--- config.mk ---
export PLATFORM = sky130hd
export DESIGN_NAME = vgs_ram
export DESIGN_NICKNAME = d
export VERILOG_FILES = /design/src/rtl/core/vgs_ram.sv
export SDC_FILE = /design/constraint.sdc
export NUM_CORES = 1
export LEC_CHECK = 0
export CAP_MARGIN = 25
export CORE_ASPECT_RATIO = 0.6
export CORE_MARGIN = 8
export CORE_UTILIZATION = 35
export DETAILED_ROUTE_END_ITERATION = 8
export DONT_BUFFER_PORTS = 1
export GPL_TIMING_DRIVEN = 1
export HOLD_SLACK_MARGIN = 0.03
export PLACE_DENSITY = 0.55
export SETUP_SLACK_MARGIN = 0.02
export SLEW_MARGIN = 20
export SYNTH_ARGS = -nofsm -noshare
export SYNTH_HDL_FRONTEND = slang
export SYNTH_SLANG_ARGS = --single-unit
--- constraint.sdc ---
create_clock -name clk -period 4.1 [get_ports clk]
set_input_delay 0.82 -clock clk [delete_from_list [all_inputs] [get_ports clk]]
set_output_delay 0.82 -clock clk [all_outputs]
set_load 0.05 [all_outputs]
--- src/rtl/core/vgs_ram.sv ---
module vgs_ram #(
  parameter int WIDTH = 8,
  parameter int DEPTH = 16
) (
  input  logic                     clk,
  input  logic                     we,
  input  logic [$clog2(DEPTH)-1:0] waddr,
  input  logic [WIDTH-1:0]         wdata,
  input  logic                     re,
  input  logic [$clog2(DEPTH)-1:0] raddr,
  output logic [WIDTH-1:0]         rdata
);

  logic [WIDTH-1:0] mem [DEPTH];

  // Single write port, single registered read port.
  always_ff @(posedge clk) begin
    if (we) begin
      mem[waddr] <= wdata;
    end
    if (re) begin
      rdata <= mem[raddr];
    end
  end

endmodule

Yosys cells after proc, flatten, opt, wreduce, memory -nomap -nowiden
Memories as Yosys holds them, arrays and structs flattened. A register that Yosys moved wholly into a read port is not among the register bits. Cells that the tools add are included.

Bits in registers: 0. Latch bits: 0. Bits in writable memories: 128. ROM bits: 0. Input port bits: 19. Output and inout bits: 8. Logic and storage cells: 3. Memories: 1.

Add/sub/neg operators: 0. Multiply operators: 0. Div/mod/pow operators: 0. Order comparisons: 0. Equal/unequal tests: 0. Shifts and indexed selects: 0. Muxes and demuxes: 2. Bitwise logic cells: 0. Reduce and logical (&&, ||, !) cells: 0.

Memory list: mem (words 16, width 8, read ports 1, clocked after Yosys merged registers in 1, write ports 1, RTL line 14) `logic [WIDTH-1:0] mem [DEPTH];`.

Operators with widths (number): $mux W1 (2).

Longest topological paths before layout
Word-level depth: 2. Mapped depth: 5.

Worst setup path before layout
No wires, ideal clock.

Path kind: input to register. From: input port waddr[2]. To: memory mem[0][0], enable pin. Arrival: 1930 ps. Data required time: 3717 ps. Setup slack: 1787 ps. Stages on the path: 2. Buffers on the path: 0. Cell sequence: or3b_2 > nor3_1.

RTL lines: start, declared (RTL line 7) `input logic [$clog2(DEPTH)-1:0] waddr,`; end, declared (RTL line 14).

No word-level cell before the write port.

Worst setup path after layout
From: input port waddr[2]. To: memory mem[3][5], enable pin.

No word-level cell before the write port.

==> impl_metrics.toml <==
[run_status]
status = "finished clean"

[drt]
wl_met1_um = 5460
routed_wirelength_um = 10900
wl_met3_um = 878
highest_layer = "met4"
wl_per_cell_um = 24.1
firstDrtPassIters = 5
viasPerCell = 5.04
drt_iter0_drc = 235
dr_wl_met2_um = 4490
drt.antenna.violating_nets = 0
num_vias = 2274
remaining_drc_errors = 0

[floorplanning]
initial_core_util_pct = 35.9
row_count = 34
coreArea_um2 = 14500
die_y_um = 111
die_w_um = 174
dieArea_um2 = 19200
ios = 27

[synth]
syn_nets = 248
synth.distinct_cells = 18
synth_seq_area_share_pct = 78.1
syn_avg_cell_area_um2 = 22.8
synth_area_um2 = 5230
ys_ff_latch = 136
synth_cells = 229
synth_warnings = 0

[sta]
fmax_mhz = 509
timing.final.crit_share_pct = 47.9
relSlewSlack_pct = 43.1
setup_violations = 0
maxSlewViolCount = 0
hold_viol = 0
tightest_slew_ns = 0.850
finalClockSkew_ns = 0.0132
fin_setup_tns_ns = 0
period_needed_ns = 1.97
whs_ns = 0.500
rsz0062_at_grt = "false"
timing.final.ws_setup_ns = 2.13

[cells_and_area]
fin_nets = 259
n_antenna_cell = 0
synthToLayoutAreaGrowth_pct = 15.3
drive_above_1_share_pct = 20.2
final_common_cell = "edfxtp_1"
mostFrequentLayoutCells = "136 x edfxtp_1, 18 x mux4_2, 17 x clkbuf_16"

[global_route]
antenna_found_initial = 0
grt_overflow = 0
track_usage_pct = 11.8
grt_max_degree = 33
grt_pass1_wl_um = 16200
grt_pass1_vias = 2435

[critical_path]
critPathLaunchType = "primary input"
critPathSlowestCell = "nor2_1"
cpPeakStageDelay_ns = 0.66
reg2reg_slack_ns = 2.55
cpLargestDelayFamily = "simple AND/OR/NAND/NOR gates"
critPathRequiredTime_ns = 4.13
worst-path-buf-inv = 0
end_kind = "flip-flop"
path_class = "primary input to flip-flop"
crit_chain = "or3b_2 -> nor2_1"
path_max_fanout = 8
cp.arrival_ns = 2.00

[clocking]
htreeDepth = 4
clk_latency_ns = 0.41
clock-root-buffer = "clkbuf_16"
ctsResizeCount = 0
clkTransAtPathRegs_ns = 0.06
cts_hold_buf = 0
tritoncts = "done"
cts_buffers = 17
cts_buffer_depth = 2
cts_setup_buffers = 0
cts.sinks = 136

[placement]
dp_hpwl_um = 6930
gp_congestion = 0.737
numPortBuffers = 0
post-place-ws_ns = 1.44

[power]
totalPowerFinal_mw = 3.26
max-vdd-ir-drop_mv = 0.238
p_per_area_nw_per_um2 = 541
leakagePower_nw = 1.91

[worst_hold_path]
hp-class = "primary input to flip-flop"

[flow_run]
max_cap_viol_count = 0
[worst paths after layout]
| path | start | to | cells after the start |
|---|---|---|---|
| worst max-delay path | waddr[2] | mem[3][5] | 2 |
| worst min-delay path | wdata[5] | mem[14][5] | 0 |
| worst max register to register | mem[5][0] | rdata[0] | 3 |
| worst min register to register | mem[11][2] | rdata[2] | 3 |
[cell families after synthesis]
logic type	count (synthesis)	synth area share, %
DFF	136	78.1
and+or+nand+nor	35	3.14
buffers and inverters	10	1.65
AOI/OAI and AO/OA	16	2.30
muxes	32	14.8
[area by class of cell]
| cell class | instances | area [um2] |
|---|---|---|
| Fill cell | 1291 | 8520 |
| Sequential cell | 136 | 4080 |
| Multi-Input combinational cell | 83 | 1070 |
| Clock buffer | 20 | 437 |
| Tap cell | 198 | 248 |
| Clock inverter | 12 | 176 |
| Timing Repair Buffer | 2 | 15.0 |
[Yosys cell counts, drive strengths merged]
master           n  area share (%)
nand3b           2            0.29
or3b             1            0.17
and2b            1            0.14
edfxtp         136              78
nor2            13            0.93
clkdlybuf4s25    3            0.57
nand2            9            0.65
a22oi           16             2.3
nand3            1           0.096
and2             1            0.12
buf              7             1.1
nor2b            1            0.12
mux4            32              15
nand2b           2            0.24
nor3             4            0.38
[sequential cells by signal (all words and copies together) (netlist names)]
register	flops
rdata	8
mem	128
[stage by stage]
stage	area (um2)	instances	utilization, %
2_1_floorplan	5230	229	-
3_3_place_gp	5400	419	37.1
3_5_place_dp	5400	419	37.1
4_1_cts	6020	451	41.4
5_1_grt	6030	451	41.4
6_report	6030	451	41.4
[per-layer routing]
| metal | track usage, % | vias up |
|---|---|---|
| met5 | 0 | - |
| met4 | 3.91 | 0 |
| met1 | 16.9 | 1173 |
| met3 | 4.86 | 2 |
| met2 | 15.7 | 93 |
| li1 | - | 1006 |
[power breakdown]
| group | leakage (nW) | total (mW) | internal, mW | switching (mW) |
|---|---|---|---|---|
| sequential | 1.24 | 1.60 | 1.57 | 0.0318 |
| combinational | 0.383 | 0.0890 | 0.0444 | 0.0445 |
| clock | 0.296 | 1.57 | 1.02 | 0.554 |
| total | 1.91 | 3.26 | 2.63 | 0.630 |
(Power assumes the default switching activity.)
