`src/rtl/core/vgs_pkg.sv`:
```
package vgs_pkg;

  // Field widths of the payload.
  localparam int COEF_W = 24;
  localparam int DIR_W  = 16;
  localparam int SPK_W  = 9;
  localparam int GAIN_W = 24;
  localparam int GOUT_W = 23;
  localparam int CFG_W  = 9;

  // Arithmetic widths: one product, and the sum of three products.
  localparam int PROD_W    = COEF_W + DIR_W;
  localparam int SUM_W     = PROD_W + 2;
  localparam int RND_SHIFT = 15;
  localparam int SHR_W     = SUM_W - RND_SHIFT;

  // A gain at or below this value counts as negative (-0.05 in Q8.16).
  localparam logic signed [GAIN_W-1:0] NEG_LIMIT = -24'sd3277;
  localparam logic [GOUT_W-1:0]        UNITY     = 23'd65536;

  // Configuration register indexes.
  localparam logic CFG_DIMENSION = 1'b0;
  localparam logic CFG_SET_COUNT = 1'b1;

  // Dimension code that selects speaker pairs; every other code means triplets.
  localparam logic [1:0] DIM_PAIRS = 2'd2;

  typedef logic signed [GAIN_W-1:0] gain_t;
  typedef logic [SPK_W-1:0]         spk_t;

  // One stored row of a set: speaker number and one inverse-matrix row.
  typedef struct packed {
    spk_t                      spk;
    logic signed [COEF_W-1:0]  cz;
    logic signed [COEF_W-1:0]  cy;
    logic signed [COEF_W-1:0]  cx;
  } vgs_row_t;

  // Bookkeeping that travels with a row through the gain pipeline.
  typedef struct packed {
    logic       first_row;
    logic       last_row;
    logic       first_set;
    logic [1:0] row;
    spk_t       spk;
  } vgs_tag_t;

endpackage

```
`src/rtl/core/vgs_row_gain.sv`:
```
module vgs_row_gain import vgs_pkg::*; (
  input  logic                     clk,
  input  logic                     rst_n,
  input  logic                     in_valid,
  input  vgs_tag_t                 in_tag,
  input  vgs_row_t                 in_row,
  input  logic signed [DIR_W-1:0]  dir_x,
  input  logic signed [DIR_W-1:0]  dir_y,
  input  logic signed [DIR_W-1:0]  dir_z,
  input  logic                     dim3,
  output logic                     out_valid,
  output vgs_tag_t                 out_tag,
  output gain_t                    out_gain,
  output logic                     pipe_busy
);

  logic signed [PROD_W-1:0] p0_r, p1_r, p2_r;
  logic signed [PROD_W-1:0] pz;
  logic                     v_mul_r;
  vgs_tag_t                 tag_mul_r;
  logic signed [SUM_W-1:0]  sum;
  logic signed [SHR_W-1:0]  shr;
  logic                     sat_hi, sat_lo;
  gain_t                    gain_nxt;

  // The z product only takes part for triplets.
  assign pz = in_row.cz * dir_z;

  // Stage one: the three products of the row with the direction.
  always_ff @(posedge clk) begin
    if (!rst_n) begin
      v_mul_r <= 1'b0;
    end else begin
      v_mul_r <= in_valid;
    end
    p0_r <= in_row.cx * dir_x;
    p1_r <= in_row.cy * dir_y;
    p2_r <= dim3 ? pz : '0;
    tag_mul_r <= '{first_row: in_tag.first_row, last_row: in_tag.last_row,
                   first_set: in_tag.first_set, row: in_tag.row, spk: in_row.spk};
  end

  // Stage two: sum, round half up, saturate to the gain range.
  always_comb begin
    sum    = SUM_W'(p0_r) + SUM_W'(p1_r) + SUM_W'(p2_r)
             + SUM_W'(1 << (RND_SHIFT - 1));
    shr    = sum[SUM_W-1:RND_SHIFT];
    sat_hi = !shr[SHR_W-1] && (|shr[SHR_W-2:GAIN_W-1]);
    sat_lo = shr[SHR_W-1] && !(&shr[SHR_W-2:GAIN_W-1]);
    if (sat_hi) begin
      gain_nxt = {1'b0, {(GAIN_W-1){1'b1}}};
    end else if (sat_lo) begin
      gain_nxt = {1'b1, {(GAIN_W-1){1'b0}}};
    end else begin
      gain_nxt = shr[GAIN_W-1:0];
    end
  end

  always_ff @(posedge clk) begin
    if (!rst_n) begin
      out_valid <= 1'b0;
    end else begin
      out_valid <= v_mul_r;
    end
    out_gain <= gain_nxt;
    out_tag  <= tag_mul_r;
  end

  assign pipe_busy = v_mul_r | out_valid;

endmodule

```
`config.mk`:
```
export PLATFORM = sky130hd
export DESIGN_NAME = vgs_row_gain
export DESIGN_NICKNAME = d
export VERILOG_FILES = /design/src/rtl/core/vgs_pkg.sv /design/src/rtl/core/vgs_row_gain.sv
export SDC_FILE = /design/constraint.sdc
export NUM_CORES = 2
export LEC_CHECK = 0
export ABC_AREA = 1
export BUFFER_PORTS_ARGS = -buffer_cell sky130_fd_sc_hd__buf_4
export CAP_MARGIN = 20
export CORE_MARGIN = 8
export CORE_UTILIZATION = 40
export DETAILED_ROUTE_END_ITERATION = 8
export PLACE_DENSITY_LB_ADDON = 0.1
export SETUP_SLACK_MARGIN = 0.4
export SLEW_MARGIN = 5
export SYNTH_ARGS = -nofsm -noshare
export SYNTH_HDL_FRONTEND = slang
export SYNTH_SLANG_ARGS = --single-unit
```
`constraint.sdc`:
```
create_clock -name clk -period 11.5 [get_ports clk]
set_clock_uncertainty 0.2 [all_clocks]
set_input_delay 0.575 -clock clk [delete_from_list [all_inputs] [get_ports clk]]
set_output_delay 0.575 -clock clk [all_outputs]
set_load 0.005 [all_outputs]
```
# Word level (Yosys, flattened, before mapping)
# Index checks and enable logic that the tools add are counted.
[totals]
memories = 0
latchBits = 0
romBits = 0
in_bits = 147
regBits = 174
ram_bits = 0
[op_classes]
mux = 1
n_lt_le_gt_ge = 0
n_div = 0
add_sub_neg = 3
n_mul = 3
n_bitwise = 1
shift = 0
n_reduce_logical = 6
n_eq_ne = 0
[op_table]
columns = ["op", "n"]
rows = [
  ["$mul A24 B16 Y40", 3],
  ["$add A41 B40 Y42", 1],
  ["$add A42 B16 Y42 const B", 1],
  ["$add A40 B40 Y41", 1],
  ["$mux W24", 1],
  ["$reduce_and A3 Y1", 1],
  ["$reduce_or A3 Y1", 1],
  ["$logic_and A1 B1 Y1", 2],
  ["$logic_not A1 Y1", 2],
  ["$or A1 B1 Y1", 1],
]

# Longest topological paths before layout
[depth]
depth_word = 7
mapped_depth = 30
mapped_depth_nobuf = 28

# Least setup slack after synthesis
# No wires, ideal clock.
[synth_timing]
path_kind = "input-to-reg"
start = "input in_row[14] (netlist bit)"
end = "register p0_r[24]"
path_slack_ns = 5.477
required_ns = 11.179
path_buffers = 2
arrival_time_ns = 5.703
path_stages = 24
path_cell_list = "clkbuf_1 > clkbuf_1 > nand2_1 > fa_1 > inv_1 > fa_1 > inv_1 > fa_1 > inv_1 > fa_1 > fa_1 > inv_1 > fa_1 > inv_1 > ha_1 > a21oi_1 > inv_1 > a21oi_1 > o21ai_0 > a21oi_1 > o21ai_0 > nand2_1 > nand2_1 > xor2_1"
[synth_between]
elab_chain_cells = 1
[synth_rtl]
columns = ["element", "line", "text"]
rows = [
  ["start, declared", "vgs_row_gain.sv:6", "input vgs_row_t in_row,"],
  ["$mul A24 B16 Y40", "vgs_row_gain.sv:36", "p0_r <= in_row.cx * dir_x;"],
  ["end signal, assigned", "vgs_row_gain.sv:36", ""],
  ["end, declared", "vgs_row_gain.sv:17", "logic signed [PROD_W-1:0] p0_r, p1_r, p2_r;"],
]
# Every way passes these cells.
# A chain may end at the register's enable or synchronous reset.

# Worst setup path in the final report
[layout_timing]
start = "input dir_z[15]"
end = "register p2_r[34]"
[layout_between]
elab_chain_cells = 1
[layout_rtl]
columns = ["element", "line", "text"]
rows = [
  ["start, declared", "vgs_row_gain.sv:9", "input logic signed [DIR_W-1:0] dir_z,"],
  ["$mul A24 B16 Y40", "vgs_row_gain.sv:27", "assign pz = in_row.cz * dir_z;"],
  ["end signal, assigned", "vgs_row_gain.sv:38", "p2_r <= dim3 ? pz : '0;"],
  ["end, declared", "vgs_row_gain.sv:17", ""],
]
# Every way passes these cells.

==> impl_results.md <==
* Run status: finished clean
* Max-cap violation count at 0
* Fraction of final layout cells with drive strength greater than 1 at 3.81%
* Number of primary I/O pins at roughly 190
* Final Critical Period at 6350 ps
* Ordered cell list for the critical path: buf_4 -> inv_1 -> or2_2 -> fa_1 -> fa_1 -> inv_1 -> fa_1 -> fa_1 -> fa_1 -> inv_1 -> fa_1 -> inv_1 -> ha_1 -> nand2_1 -> nor2_1 -> inv_1 -> nor2_1 -> nand2_1 -> o21ai_0 -> nand2_1 -> nand2_1 -> nand2_1 -> nand2_1 -> nor2_1
* FFs w/ async S/R, synth at 0%
* Reg-to-reg startpoint: p0_r[12]
* Final nets at ~8200
* Largest stage delay on the critical path at between 600 and 700 ps
* Setup repair after global routing missed its margin: false
* Cell types occupying the most area after synthesis: sky130_fd_sc_hd__fa_1 (45%), sky130_fd_sc_hd__inv_1 (15%), sky130_fd_sc_hd__nand2_1 (12%)
* Most frequent cells in the layout: sky130_fd_sc_hd__inv_1 (2013), sky130_fd_sc_hd__nand2_1 (1608), sky130_fd_sc_hd__fa_1 (1161)
* Post-detailed-placement half-perimeter wirelength at around 120 mm
* Kind of path behind the tightest hold check: input pin to register
* Compound-cell area share of the yosys netlist at between 4 and 5%
* Sum Neg Setup Slack at 0 ps
* Yosys top cell by area: sky130_fd_sc_hd__fa_1
* FF+latch count, synth at approximately 170
* GR Util All Layers at 20.6%
* Number of max-slew violations in the final report at 0
* Drc violations at 0
* Minimum setup slack in the final design at 5150 ps
* Core area at 0.128 mm²
* Proportion of netlist area held by the largest area contributor at between 40% and 50%
* Register-to-Register Setup Slack at between 7000 and 8000 ps
* Arrival time worst endpoint at ~6500 ps
* Number of violations reported at the end of detailed-routing iteration 0 at ~2200
* Die width at around 370 µm
* Kind of start point of the critical path: input pin
* Clock Path Buffers at 2
* Dominant synthesized flop cell: sky130_fd_sc_hd__dfxtp_1
* Place WS at approximately 4700 ps
* Num CTS Buffers at 17
* Number of post-CTS setup repair buffers at 0
* Largest family of logic cells by synthesized area: adder cells
* Capture endpoint of the worst hold path: v_mul_r
* Routability congestion estimate at ~0.9
* Total inserted antenna cells at 0
* Clock root cell: sky130_fd_sc_hd__clkbuf_16
* Number of failing hold endpoints at the final stage at 0
* Total number of vias at 39100
* Post-synthesis net count at between 8000 and 9000
* Average wire length per cell after detail routing at ~17 µm
* Initial antenna violation count at 0
* Post-Syn Area per Cell at approximately 7.8 µm²
* Port Buffer Count at 177
* Routed via count divided by cell count at 4.75
* Vias in the first global route at between 40000 and 50000
* Fraction of synthesized cell area in xor and xnor cells at 2.04%
* Number of distinct library cell variants in the gate-level netlist after synthesis at 45
* Total Die Area at 0.140 mm²
* Number of iterations in the first detailed-routing pass at 5
* Post-synthesis share of cell area spent on full adders, half adders and majority gates at 54.3%
* Die height at around 370 µm
* Peak clock frequency supported by timing at approximately 160 MHz
* Total standard cell area after synthesis at between 0.05 and 0.06 mm²
* Clock latency of the later-clocked register in the worst-skew pair at ~470 ps
* Count of flip-flops with a built-in enable after synthesis at 0
* Relative slew slack at between 30% and 40%
* Worst Tran Pin Value at between 900 and 1000 ps
* Fin crit share at roughly 55%
* Global route overflow at 0
* Global-route wire length before repair at around 230 mm
* Clock tree from TritonCTS: built
* Maximum number of pins on one net before global-route repair at 34
* Critical path data required time at 11670 ps
* Endpoint of the worst register-to-register path: out_gain[11]
* Starting utilization of the core area at 40.3%
* Synth Warn # at 0
* Part of the Yosys area used for sequential elements at under 10%
* Multiplexer share of the synthesized area at 0%
* Post-Synth Simple-Gate Area at 15.9%
* Total number of clock tree sinks at ~170
* Source of the worst hold timing path: in_valid
* Clock-pin slew on the worst setup and hold paths at 70 ps
* Hold-critical path depth at 3
* Critical path class: input pin to register
* Final WL at 141 mm
* Max Fanout on Critical Path at 25
* Leading cell type in the layout, fill and taps excluded: sky130_fd_sc_hd__inv_1
* Gate Count Post-Synth at ~6600
* H-tree levels at 4
* Hold-fix buffers, CTS at 14
* Std cell rows at between 100 and 150
* Cell depth of the worst flop-to-flop path at 13
* Area grow syn2layout at 6.27%
* Final setup violation count at 0
* CP Capture Type: register
* Number of resized instances in the post-cts repair step at 0
* Number of routed nets with antenna violations at 0
* Worst-path cell with the longest stage delay: sky130_fd_sc_hd__inv_1
==> kinds of logic after synthesis <==
kind of cell             count (synthesis)
buffers and inverters                 2246
AND/OR/NAND/NOR                       2083
adder cells (fa/ha/maj)               1533
AO/OA/AOI/OAI                          420
flip-flops                             174
XOR/XNOR                               120
==> layout make-up <==
type | instances | area, µm²
clock inverters | 15 | 145
repair buffers | 191 | 1470
flip-flops and latches | 174 | 3480
well taps | 1662 | 2080
inverters | 2016 | 7570
clock buffers | 17 | 425
fillers | 13200 | 72900
multi-input cells | 4156 | 39500
==> Yosys cell counts, types with 3 or more instances <==
cell                          n
sky130_fd_sc_hd__a21boi_0     9
sky130_fd_sc_hd__a21o_1      14
sky130_fd_sc_hd__a21oi_1    207
sky130_fd_sc_hd__a31oi_1     20
sky130_fd_sc_hd__and3_1       7
sky130_fd_sc_hd__buf_6        4
sky130_fd_sc_hd__clkbuf_1   225
sky130_fd_sc_hd__dfxtp_1    174
sky130_fd_sc_hd__fa_1      1161
sky130_fd_sc_hd__ha_1       372
sky130_fd_sc_hd__inv_1     2013
sky130_fd_sc_hd__inv_2        3
sky130_fd_sc_hd__nand2_1   1608
sky130_fd_sc_hd__nand2_2      5
sky130_fd_sc_hd__nand3_1     79
sky130_fd_sc_hd__nand4_1     26
sky130_fd_sc_hd__nor2_1     303
sky130_fd_sc_hd__nor2_2       4
sky130_fd_sc_hd__nor3_1      14
sky130_fd_sc_hd__nor3_2       4
sky130_fd_sc_hd__nor4_1      10
sky130_fd_sc_hd__o211ai_1     9
sky130_fd_sc_hd__o21a_1      10
sky130_fd_sc_hd__o21ai_0    114
sky130_fd_sc_hd__o21bai_1    18
sky130_fd_sc_hd__o221ai_1     7
sky130_fd_sc_hd__or2_2       15
sky130_fd_sc_hd__xnor2_1     43
sky130_fd_sc_hd__xor2_1      77
==> worst max path at each step <==
| stage | start | end | slack (ps) | cells past startpoint |
|---|---|---|---|---|
| floorplan | in_row[14] | p0_r[24] | 5480 | 24 |
| global placement | dir_z[15] | p2_r[34] | 4650 | 24 |
| detailed placement | dir_z[15] | p2_r[34] | 4680 | 24 |
| CTS | dir_z[15] | p2_r[30] | 5190 | 21 |
| global route | dir_z[15] | p2_r[34] | 4730 | 24 |
| finish | dir_z[15] | p2_r[34] | 5150 | 24 |
==> flip-flops by register name (all words and copies together) (netlist names) <==
register / count
out_gain: 24
out_tag: 14
out_valid: 1
p0_r: 40
p1_r: 40
p2_r: 40
tag_mul_r: 14
v_mul_r: 1
==> per-stage QoR <==
step           instances  instance area (µm²)  hold WS [ps]  util, %
2_1_floorplan       6576                51400           110        -
3_3_place_gp        8185                53900           110     42.3
3_5_place_dp        8185                53900           112     42.3
4_1_cts             8231                54600          48.9     42.8
5_1_grt             8231                54600          75.0     42.8
6_report            8231                54600          91.2     42.8
==> layer usage <==
metal / track usage, % / vias up / part of all wire (%)
met5: 0 / - / 0
met4: 2.88 / 0 / 1.2
met3: 1.68 / 92 / 4.0
met2: 34.4 / 794 / 47
met1: 29.9 / 19700 / 48
li1: - / 18600 / -
==> critical path, delay by kind of cell <==
family,cells,cell delay (ps)
simple gates,10,1140
compound gates,1,470
fa+ha+maj,7,3270
buf+inv,6,1030
Power is not shown: default switching activity piles up to over one toggle a cycle in this logic, so the estimate is an artifact.
