==> src/rtl/core/vgs_pkg.sv <==
package vgs_pkg;

  // Field widths of the payload.
  localparam int COEF_W = 24;
  localparam int DIR_W  = 16;
  localparam int SPK_W  = 9;
  localparam int GAIN_W = 24;
  localparam int GOUT_W = 23;
  localparam int CFG_W  = 9;

  // Arithmetic widths: one product, and the sum of three products.
  localparam int PROD_W    = COEF_W + DIR_W;
  localparam int SUM_W     = PROD_W + 2;
  localparam int RND_SHIFT = 15;
  localparam int SHR_W     = SUM_W - RND_SHIFT;

  // A gain at or below this value counts as negative (-0.05 in Q8.16).
  localparam logic signed [GAIN_W-1:0] NEG_LIMIT = -24'sd3277;
  localparam logic [GOUT_W-1:0]        UNITY     = 23'd65536;

  // Configuration register indexes.
  localparam logic CFG_DIMENSION = 1'b0;
  localparam logic CFG_SET_COUNT = 1'b1;

  // Dimension code that selects speaker pairs; every other code means triplets.
  localparam logic [1:0] DIM_PAIRS = 2'd2;

  typedef logic signed [GAIN_W-1:0] gain_t;
  typedef logic [SPK_W-1:0]         spk_t;

  // One stored row of a set: speaker number and one inverse-matrix row.
  typedef struct packed {
    spk_t                      spk;
    logic signed [COEF_W-1:0]  cz;
    logic signed [COEF_W-1:0]  cy;
    logic signed [COEF_W-1:0]  cx;
  } vgs_row_t;

  // Bookkeeping that travels with a row through the gain pipeline.
  typedef struct packed {
    logic       first_row;
    logic       last_row;
    logic       first_set;
    logic [1:0] row;
    spk_t       spk;
  } vgs_tag_t;

endpackage

==> src/rtl/core/vgs_select.sv <==
module vgs_select import vgs_pkg::*; (
  input  logic           clk,
  input  logic           in_valid,
  input  vgs_tag_t       in_tag,
  input  gain_t          in_gain,
  output gain_t [2:0]    best_g,
  output spk_t  [2:0]    best_spk
);

  gain_t [2:0] cur_g_r,   g_nxt;
  spk_t  [2:0] cur_spk_r, spk_nxt;
  gain_t       cur_small_r, small_nxt, best_small_r;
  logic  [1:0] cur_neg_r,   neg_nxt,   best_neg_r;
  logic        take;

  // Fold the incoming row into the running set, then compare on its last row.
  always_comb begin
    g_nxt   = in_tag.first_row ? '0 : cur_g_r;
    spk_nxt = in_tag.first_row ? '0 : cur_spk_r;
    g_nxt[in_tag.row]   = in_gain;
    spk_nxt[in_tag.row] = in_tag.spk;
    if (in_tag.first_row || ($signed(in_gain) < $signed(cur_small_r))) begin
      small_nxt = in_gain;
    end else begin
      small_nxt = cur_small_r;
    end
    neg_nxt = (in_tag.first_row ? 2'd0 : cur_neg_r)
              + {1'b0, ($signed(in_gain) <= $signed(NEG_LIMIT))};
    take = in_tag.first_set || (neg_nxt < best_neg_r)
           || ((neg_nxt == best_neg_r) && ($signed(small_nxt) > $signed(best_small_r)));
  end

  always_ff @(posedge clk) begin
    if (in_valid) begin
      cur_g_r     <= g_nxt;
      cur_spk_r   <= spk_nxt;
      cur_small_r <= small_nxt;
      cur_neg_r   <= neg_nxt;
      if (in_tag.last_row && take) begin
        best_g       <= g_nxt;
        best_spk     <= spk_nxt;
        best_small_r <= small_nxt;
        best_neg_r   <= neg_nxt;
      end
    end
  end

endmodule

==> config.mk <==
export PLATFORM = sky130hd
export DESIGN_NAME = vgs_select
export DESIGN_NICKNAME = d
export VERILOG_FILES = /design/src/rtl/core/vgs_pkg.sv /design/src/rtl/core/vgs_select.sv
export SDC_FILE = /design/constraint.sdc
export NUM_CORES = 1
export LEC_CHECK = 0
export BUFFER_PORTS_ARGS = -buffer_cell sky130_fd_sc_hd__buf_2
export CAP_MARGIN = 5
export CORE_MARGIN = 4
export CORE_UTILIZATION = 62
export CTS_CLUSTER_DIAMETER = 120
export DETAILED_ROUTE_END_ITERATION = 10
export PLACE_DENSITY_LB_ADDON = 0.08
export SLEW_MARGIN = 30
export SYNTH_ARGS = -nofsm -noshare
export SYNTH_HDL_FRONTEND = slang
export SYNTH_SLANG_ARGS = --single-unit
==> constraint.sdc <==
create_clock -name clk -period 26.4 [get_ports clk]
set_input_delay 2.64 -clock clk [delete_from_list [all_inputs] [get_ports clk]]
set_output_delay 2.64 -clock clk [all_outputs]
set_load 0.03 [all_outputs]
**Word level (Yosys, flattened, before mapping)**

Index checks and enable logic that the tools add are counted.

- Equality and inequality tests: 1
- Bitwise gates (word level): 0
- $lt $le $gt $ge: 6
- Shift-type cells: 0
- Reduce and logical (&&, ||, !) cells: 7
- Multiplexer cells: 10
- Divide/modulo/power cells: 0
- $add $sub $neg: 1
- Multiply operators: 0

Operator list:

| cell | count |
|---|---|
| bitwise mux 72 bit | 1 |
| 2-to-1 mux 72 bit | 1 |
| demux 24 bit (select 2 bit) | 1 |
| 2-to-1 mux 24 bit | 2 |
| bitwise mux 27 bit | 1 |
| 2-to-1 mux 27 bit | 1 |
| greater-than comparator 24 bit | 1 |
| <= comparator 24 x 13 -> 1 bit (second input constant) | 1 |
| less-than comparator 24 bit | 1 |
| demux 9 bit (select 2 bit) | 1 |
| 2-to-1 mux 9 bit | 1 |
| logical AND 1 bit | 3 |
| logical OR 1 bit | 3 |
| less-than comparator 2 x 3 -> 1 bit (second input constant) | 1 |
| adder 2 x 1 -> 2 bit | 1 |
| equality test 2 bit | 1 |
| >= comparator 2 x 1 -> 1 bit (second input constant) | 1 |
| less-than comparator 2 bit | 1 |
| 2-to-1 mux 2 bit | 1 |
| AND reduction 2 bit | 1 |

- Memories: 0
- Input port bits: 40
- Memory bits (writable): 0
- Memory bits (read-only): 0
- Register bits: 250
- Logic and storage cells: 41
- Bits in latches: 0
- Output and inout port bits: 99

**Depth between registers and ports, before layout**

Gate-level depths: netlist of the first run.

- Depth in word-level cells: 8
- Depth in mapped cells: 18
- Depth with buffers taken out: 17

**Worst setup path after synthesis of the first run**

Ideal clock, no wire load.

- Path type: input port to flip-flop
- Start point: input in_gain[11]
- End point: register best_g[0] (netlist name) (enable)
- Path slack: 11.286 ns
- Required time: 25.618 ns
- Arrival: 14.333 ns
- Cell stages on the path: 17
- Buffers on the path: 1
- Setup time: 0.782 ns
- Cells stage by stage: ha_1 and4_1 and4bb_4 nand2_1 o31ai_4 or3_4 a31oi_4 buf_6 o21ai_2 ha_1 nor2b_1 o211ai_1 a21oi_1 or3_1 a31oi_1 nor2_1 o21ai_0

- Word-level cells in the longest chain between the ends: 8
- Elaborated cells between the ends (all ways): 13
- Those cells by class: add/sub (1); order compare (4); eq/ne (1); mux (1); reduce/logical (6)

Ends and longest elaborated chain:

| element | line | text |
|---|---|---|
| start, declared | vgs_select.sv:5 | `input gain_t in_gain,` |
| less-than comparator 24 bit | vgs_select.sv:22 | `if (in_tag.first_row \|\| ($signed(in_gain) < $signed(cur_small_r))) begin` |
| logical OR 1 bit | vgs_select.sv:22 |  |
| 2-to-1 mux 24 bit | vgs_select.sv:22 |  |
| via small_nxt[1] | vgs_select.sv:12 | `gain_t cur_small_r, small_nxt, best_small_r;` |
| greater-than comparator 24 bit | vgs_select.sv:30 | `\|\| ((neg_nxt == best_neg_r) && ($signed(small_nxt) > $signed(best_small_r)));` |
| logical AND 1 bit | vgs_select.sv:30 |  |
| logical OR 1 bit | vgs_select.sv:30 |  |
| logical AND 1 bit | vgs_select.sv:39 | `if (in_tag.last_row && take) begin` |
| AND reduction 2 bit (no line) | -- |  |
| end signal, assigned | vgs_select.sv:40 | `best_g <= g_nxt;` |
| end, declared | vgs_select.sv:6 | `output gain_t [2:0] best_g,` |

The timed path passes the listed nets, and every way through them passes these cells.
A chain may end at the register's enable or synchronous reset.

**Final worst setup path of the first run**

- Start point: input in_gain[23]
- End point: register best_spk[19] (netlist name) (enable)

- Word-level cells in the longest chain between the ends: 8
- Elaborated cells between the ends (all ways): 13
- Those cells by class: add/sub (1); order compare (4); eq/ne (1); mux (1); reduce/logical (6)

Ends and longest elaborated chain:

| element | line | text |
|---|---|---|
| less-than comparator 24 bit | vgs_select.sv:22 |  |
| logical OR 1 bit | vgs_select.sv:22 |  |
| 2-to-1 mux 24 bit | vgs_select.sv:22 |  |
| via small_nxt[9] | vgs_select.sv:12 |  |
| greater-than comparator 24 bit | vgs_select.sv:30 |  |
| logical AND 1 bit | vgs_select.sv:30 |  |
| logical OR 1 bit | vgs_select.sv:30 |  |
| logical AND 1 bit | vgs_select.sv:39 |  |
| AND reduction 2 bit (no line) | -- |  |
| end signal, assigned | vgs_select.sv:41 | `best_spk <= spk_nxt;` |
| end, declared | vgs_select.sv:7 | `output spk_t [2:0] best_spk` |

The timed path passes the listed nets, and every way through them passes these cells.

==> results of run 1 <==
-- power breakdown --
part | internal (mW) | switching (mW) | leakage (nW)
Clock | 0.211 | 0.143 | 0.409
Sequential | 0.483 | 0.00958 | 2.46
Combinational | 0.0418 | 0.106 | 2.27
Total | 0.736 | 0.259 | 5.14
-- Yosys cell counts (2+ instances only) --
| library cell | count | share of area [%] |
|---|---|---|
| a21o_1 | 4 | 0.28 |
| inv_1 | 53 | 1.9 |
| and4_1 | 2 | 0.16 |
| clkbuf_1 | 36 | 1.3 |
| a21oi_1 | 21 | 0.98 |
| nor3_1 | 3 | 0.14 |
| nand2b_1 | 4 | 0.23 |
| buf_1 | 2 | 0.070 |
| o21ai_0 | 69 | 3.2 |
| o21ai_2 | 20 | 1.6 |
| nand4_1 | 9 | 0.53 |
| nor2_1 | 4 | 0.14 |
| o211ai_1 | 4 | 0.28 |
| nor2b_1 | 5 | 0.29 |
| nand3_1 | 69 | 3.2 |
| nand2_1 | 211 | 7.4 |
| edfxtp_1 | 250 | 70 |
| buf_6 | 2 | 0.21 |
| ha_1 | 50 | 5.8 |
-- registers in the layout, indices dropped and copies added (netlist names) --
register      count
best_small_r     24
cur_spk_r        27
best_g           72
cur_neg_r         2
best_spk         27
cur_g_r          72
best_neg_r        2
cur_small_r      24
-- critical path: stages --
cell	delay [ps]
buf_2	160
ha_1	440
nand4_1	170
and4bb_4	360
inv_2	60
o31ai_4	330
nor4_1	140
a31oi_4	470
buf_8	250
o21ai_2	90
ha_1	300
a21oi_1	160
o21ai_0	170
or3_1	430
a31oi_1	200
nor2_1	100
o21ai_4	160
buf_4	420
buf_16	300
-- stage by stage --
step	total power, mW	setup slack [ps]
6_report	0.995	19200
5_1_grt	1.04	18950
4_1_cts	0.999	18890
3_5_place_dp	0.647	18370
3_3_place_gp	0.638	18450
2_1_floorplan	0.601	11290
-- per-layer routing --
metal	up-vias	GRT usage (%)	routed length (µm)
li1	3309	-	-
met1	3462	36.5	10000
met2	361	40.1	11700
met3	46	4.36	2300
met4	0	6.54	569
met5	-	0	0
-- kinds of logic after synthesis --
logic type	after synthesis	share of synthesized area, %
compound gates	132	7.78
xor+xnor	1	0.0818
fa+ha+maj	50	5.84
buf+inv	94	3.43
flops	250	70.1
simple gates	314	12.8
-- how the worst max path moves through the flow --
| stage | start | endpoint | slack [ps] | cells after the start |
|---|---|---|---|---|
| after floorplan | in_gain[11] | best_g[0] | 11290 | 17 |
| after global placement | in_gain[6] | best_spk[7] | 18450 | 18 |
| after detailed placement | in_gain[23] | best_spk[7] | 18370 | 19 |
| after CTS | in_gain[6] | best_g[1] | 18890 | 19 |
| after global routing | in_gain[6] | best_spk[16] | 18950 | 19 |
| final | in_gain[23] | best_spk[19] | 19200 | 19 |
-- final cells by class --
class,instances,area [µm²]
Clock buffer,26,629
Multi-Input combinational cell,497,2870
Fill cell,1088,4270
Tap cell,220,275
Timing Repair Buffer,150,818
Clock inverter,18,188
Sequential cell,250,7510
Inverter,54,203
==> impl_results.md, run 1 <==
* Status: finished clean
* Fin. Hold Viols at 0
* Mapped Area at between 0.01 and 0.015 mm²
* Warnings, synthesis at 0
* Wire per inst at 20.3 µm
* Hold path start: cur_g_r[32]
* Hold depth at 2
* Initial DRC Count at approximately 640
* Worst vdd ir at around 0.000056 V
* Core Rows at 47
* Net count, final at 1068
* Die area at approximately 0.02 mm²
* Seq cells post-synth at 250
* Layout Utilization at approximately 75%
* Post-synthesis cell type count at 42
* Post-route DRC at 0
* Overflow after GRT at 0
* Most frequent cells in the layout: edfxtp_1 (250), nand2_1 (211), buf_2 (137)
* Postcts setup bufs at 0
* Deepest clock path buffer count at 3
* Reg clk slew, reported paths at ~60 ps
* Mean Syn Cell Area at ~13 µm²
* Cell total after placement at roughly 1.2k
* CTS root buffer: clkbuf_16
* WHS at roughly 570 ps
* Final GP Congestion at around 0.87
* Tcrit/Tclk final at between 20 and 30%
* Seq/Total Area, Yosys at between 70% and 80%
* Antenna diodes at 0
* Share of flip-flops with an asynchronous set or reset at 0%
* Layout Cell Area excl Fill at 0.0125 mm²
* Vias per cell at just under 6
* I/O Pins at 139
* RSZ-0062 raised after global routing: false
* Leakage at between 5 and 6 nW
* Clk_skew at around 12 ps
* Max-cap violations at 0
* IO buf count at approximately 140
* Worst setup SP type: primary input
* DP Wirelength at around 16 mm
* Antenna violations before repair at 0
* Cells after synthesis at 841
* Worst-margin pin slew at between 800 and 900 ps
* Fin cells at 1215
* Worst setup path category: primary input to register
* R2R Path End: best_spk[19]
* Die Span Y at between 100 and 150 µm
* Final Critical Period at ~7000 ps
* Syn nets at just over 900
* Die X at ~140 µm
* Dominant synthesized flop cell: edfxtp_1
* Initial Utilization at between 60% and 70%
* Layout cells sized above 1 at 22.5%
* Clock Latency Late Sink at 510 ps
* Post-DP Area at about 0.012 mm²
* Antenna-violating nets left at 0
* Core area at between 0.015 and 0.02 mm²
* Post-synth EDFFs at 250
* Sink Count at 250
* H-tree levels at 1
* # setup viols final at 0
* DRT Pass-1 Iters at 5
* Largest net degree at the start of global routing at 101
* Number of global-route vias before repair at between 7k and 8k
* Drt total wl at between 20 and 25 mm
* Critical-path maximum fanout at 50
* Area grow syn2layout at 16.6%
* Setup slack, reg-to-reg at roughly 21000 ps
* Arrival time at the worst endpoint at between 7000 and 8000 ps
* CTS buffer count at 25
* CTS tree: built
* End of the worst hold path: best_g[32]
* Pwr Density at 79.6 mW/mm²
* # hold bufs at CTS at 0
* Max Freq at ~0.14 GHz
* Vias post-DR at around 7.2k
* Cells on worst reg2reg path at 19
* Most common cell after layout, fill and taps aside: edfxtp_1
* Min-delay worst type: register to register
* Total Negative Setup Slacks at 0 ps
* CP endpoint kind: register
* Slew Limit Fails at 0
* Post-CTS sizing at 0
* Global-route wire length before repair at between 30 and 40 mm
* Reg-to-reg startpoint: cur_small_r[2]
* Worst Path Required at about 27000 ps
* Relative slew slack at between 40 and 50%
* Tot GR Track Use at approximately 25%
Note: power is estimated with default switching activity, not from simulation.
==> inputs of run 2 (changes only) <==
--- a/config.mk
+++ b/config.mk
@@ -8,7 +8,7 @@
 export BUFFER_PORTS_ARGS = -buffer_cell sky130_fd_sc_hd__buf_2
 export CAP_MARGIN = 5
 export CORE_MARGIN = 4
-export CORE_UTILIZATION = 62
+export CORE_UTILIZATION = 58
 export CTS_CLUSTER_DIAMETER = 120
 export DETAILED_ROUTE_END_ITERATION = 10
 export PLACE_DENSITY_LB_ADDON = 0.08
==> constraint.sdc (replaced) <==
create_clock -name clk -period 7.4 [get_ports clk]
set_input_delay 0.74 -clock clk [delete_from_list [all_inputs] [get_ports clk]]
set_output_delay 0.74 -clock clk [all_outputs]
set_load 0.03 [all_outputs]
==> run 2 against run 1 <==
Effect of this change:
- register-to-register slack lost 19000 ps
- sequential power grew to 3.6 times the previous value
- via count shrank 1.9%
- worst setup slack lost 17000 ps
- global-route usage shrank 1.5 points
- power grew to 3.5 times the previous value
- wire length shrank 1.3%
- critical path type is now register to register
- largest power group unchanged
==> impl_results.md, run 2 (synthesis gave the netlist of run 1 again) <==
* Largest net degree at the start of global routing at 101 (unchanged)
* CP endpoint kind: register
* Die X at 144 µm (+3.2%)
* Antenna violations before repair at 0 (unchanged)
* Routed met3 length at 1.72 mm (-25%)
* Largest regs: best_g (72), cur_g_r (72)
* Die area at 0.0207 mm² (+6.5%)
* Min-delay worst type: primary input to register
* Post-route DRC at 0 (unchanged)
* Reg-to-reg startpoint: cur_small_r[6]
* Layout cells sized above 1 at 21.5% (-1.0 points)
* Final GP Congestion at 0.838 (-3.6%)
* Critical-path maximum fanout at 20 (-60%)
* Sequential cell area at 0.00751 mm² (unchanged)
* Postcts setup bufs at 0 (unchanged)
* Slew Limit Fails at 0 (unchanged)
* Post-CTS sizing at 0 (unchanged)
* Total Negative Setup Slacks at 0 ps (unchanged)
* Arrival time at the worst endpoint at 5590 ps (-1790 ps)
* Worst vdd ir at 0.000232 V (+320%)
* Worst setup path category: register to register
* Slowest Stage Delay on Critical Path at 570 ps (+100 ps)
* CTS tree: built
* R2R Path End: best_g[28]
* WHS at 557 ps (-16.1 ps)
* Core area at 0.0181 mm² (+7.9%)
* Antenna-violating nets left at 0 (unchanged)
* Sink Count at 250 (unchanged)
* Critical-path cell list: inv_1, ha_1, a211oi_2, nand2_1, a31oi_2, o31ai_4, or3_4, a31oi_4, buf_16, o21ai_0, ha_1, and4_1, nand2_1, nor3_1, a31oi_1, a31o_2, o21ai_4, buf_4
* Most frequent cells in the layout: edfxtp_1 (250), nand2_1 (211), buf_2 (137)
* End of the worst hold path: best_spk[24]
* Vias post-DR at 7042 (-1.9%)
* Wire per inst at 19.9 µm (-2.0%)
* Clock Latency Late Sink at 510 ps (about the same)
* Clk_skew at 10.5 ps (-1.16 ps)
* Crit-path slowest cell: o21ai_4
* Worst Path Required at 7590 ps (-19000 ps)
* Number of global-route vias before repair at 6861 (-3.7%)
* Cells on worst reg2reg path at 18 (-1)
* Core Rows at 49 (+4.3%)
* RSZ-0062 raised after global routing: false
* Global-route wire length before repair at 38.2 mm (-2.3%)
* DP Wirelength at 16.2 mm (+2.3%)
* Initial Utilization at 59.2% (-4.7 points)
* Drt total wl at 24.3 mm (-1.3%)
* Relative slew slack at 39.0% (-4.2 points)
* DRT Pass-1 Iters at 6 (+1)
* Final Critical Period at around 5400 ps
* Vias per cell at 5.75 (-2.6%)
* Deepest clock path buffer count at 3 (unchanged)
* Layout Utilization at 68.7% (-5.8 points)
* Fin. Hold Viols at 0 (unchanged)
* Tcrit/Tclk final at between 70 and 80%
* Worst setup SP type: register
* Antenna diodes at 0 (unchanged)
* Pwr Density at 276 mW/mm² (+250%)
* Max Freq at about 0.19 GHz
* Die Span Y at 144 µm (+3.2%)
* Status: finished clean
* Hold path start: in_tag[6]
* Hold depth at 3 (+1)
* Max-cap violations at 0 (unchanged)
* Met1 WL at 10.7 mm (+6.7%)
* Area grow syn2layout at 16.0%
* Setup slack, reg-to-reg at 2000 ps (-19120 ps)
* H-tree levels at 1 (unchanged)
* Initial DRC Count at 674 (+5.8%)
* CTS root buffer: clkbuf_16
* Most common cell after layout, fill and taps aside: edfxtp_1
* # setup viols final at 0 (unchanged)
* Met2 WL post-DR at 11.3 mm (-3.3%)
* Multi-input gate area in the final layout at 0.00287 mm² (unchanged)
* Worst-margin pin slew at 916 ps (+63.6 ps)
* Leakage at 5.08 nW (-1.2%)
* Overflow after GRT at 0 (unchanged)
* IO buf count at 138 (unchanged)
* Overall power at 3.44 mW (+250%)
* I/O Pins at 139 (unchanged)
* Fillers at 1271 (+17%)
* Max layer used: met4
* CTS buffer count at 25 (unchanged)
* Tot GR Track Use at 23.7% (-1.5 points)
* Net count, final at 1068 (unchanged)
* Reg clk slew, reported paths at 60 ps (about the same)
* # hold bufs at CTS at 0 (unchanged)
-- run 2: cell type report --
class                   count  share of cell area (%)
flip-flops and latches    250                    60.4
clock inverters             9                   0.544
inverters                  54                    1.64
multi-input cells         497                    23.1
clock buffers              35                    5.34
repair buffers            150                    6.69
well taps                 229                    2.31
-- run 2: how the worst max path moves through the flow --
stage | from | endpoint | slack [ps] | cells past startpoint
after floorplan | in_gain[11] | best_g[0] | 1180 | 17
after global placement | in_gain[6] | best_g[28] | 1360 | 18
after detailed placement | in_gain[6] | best_g[28] | 1180 | 17
final | cur_small_r[6] | best_g[28] | 2000 | 18
after global routing | cur_small_r[6] | best_small_r[10] | 1610 | 18
after CTS | cur_small_r[6] | best_small_r[10] | 1640 | 17
-- run 2: power by group --
group / internal [mW] / switching, mW / leakage, nW
Combinational: 0.153 / 0.378 / 2.28
Sequential: 1.72 / 0.0337 / 2.46
Clock: 0.656 / 0.494 / 0.344
Total: 2.53 / 0.906 / 5.08
-- run 2: routing by layer --
metal / GRT usage (%) / up-vias
met4: 6.14 / 0
met2: 36.9 / 285
li1: - / 3314
met3: 3.16 / 47
met1: 35.7 / 3396
met5: 0 / -
-- run 2: metrics by stage --
step	std cells	area (µm²)	setup WS, ps
2_1_floorplan	841	10700	1180
3_3_place_gp	1179	11700	1360
3_5_place_dp	1179	11700	1180
4_1_cts	1223	12400	1640
5_1_grt	1224	12400	1610
6_report	1224	12400	2000
-- run 2: worst max-delay path: cells and delay by family (launching register included) --
| kind | cells | cell delay [ps] |
|---|---|---|
| simple gates | 5 | 1090 |
| flops | 1 | 370 |
| buf+inv | 3 | 710 |
| fa+ha+maj | 2 | 620 |
| compound gates | 8 | 2270 |
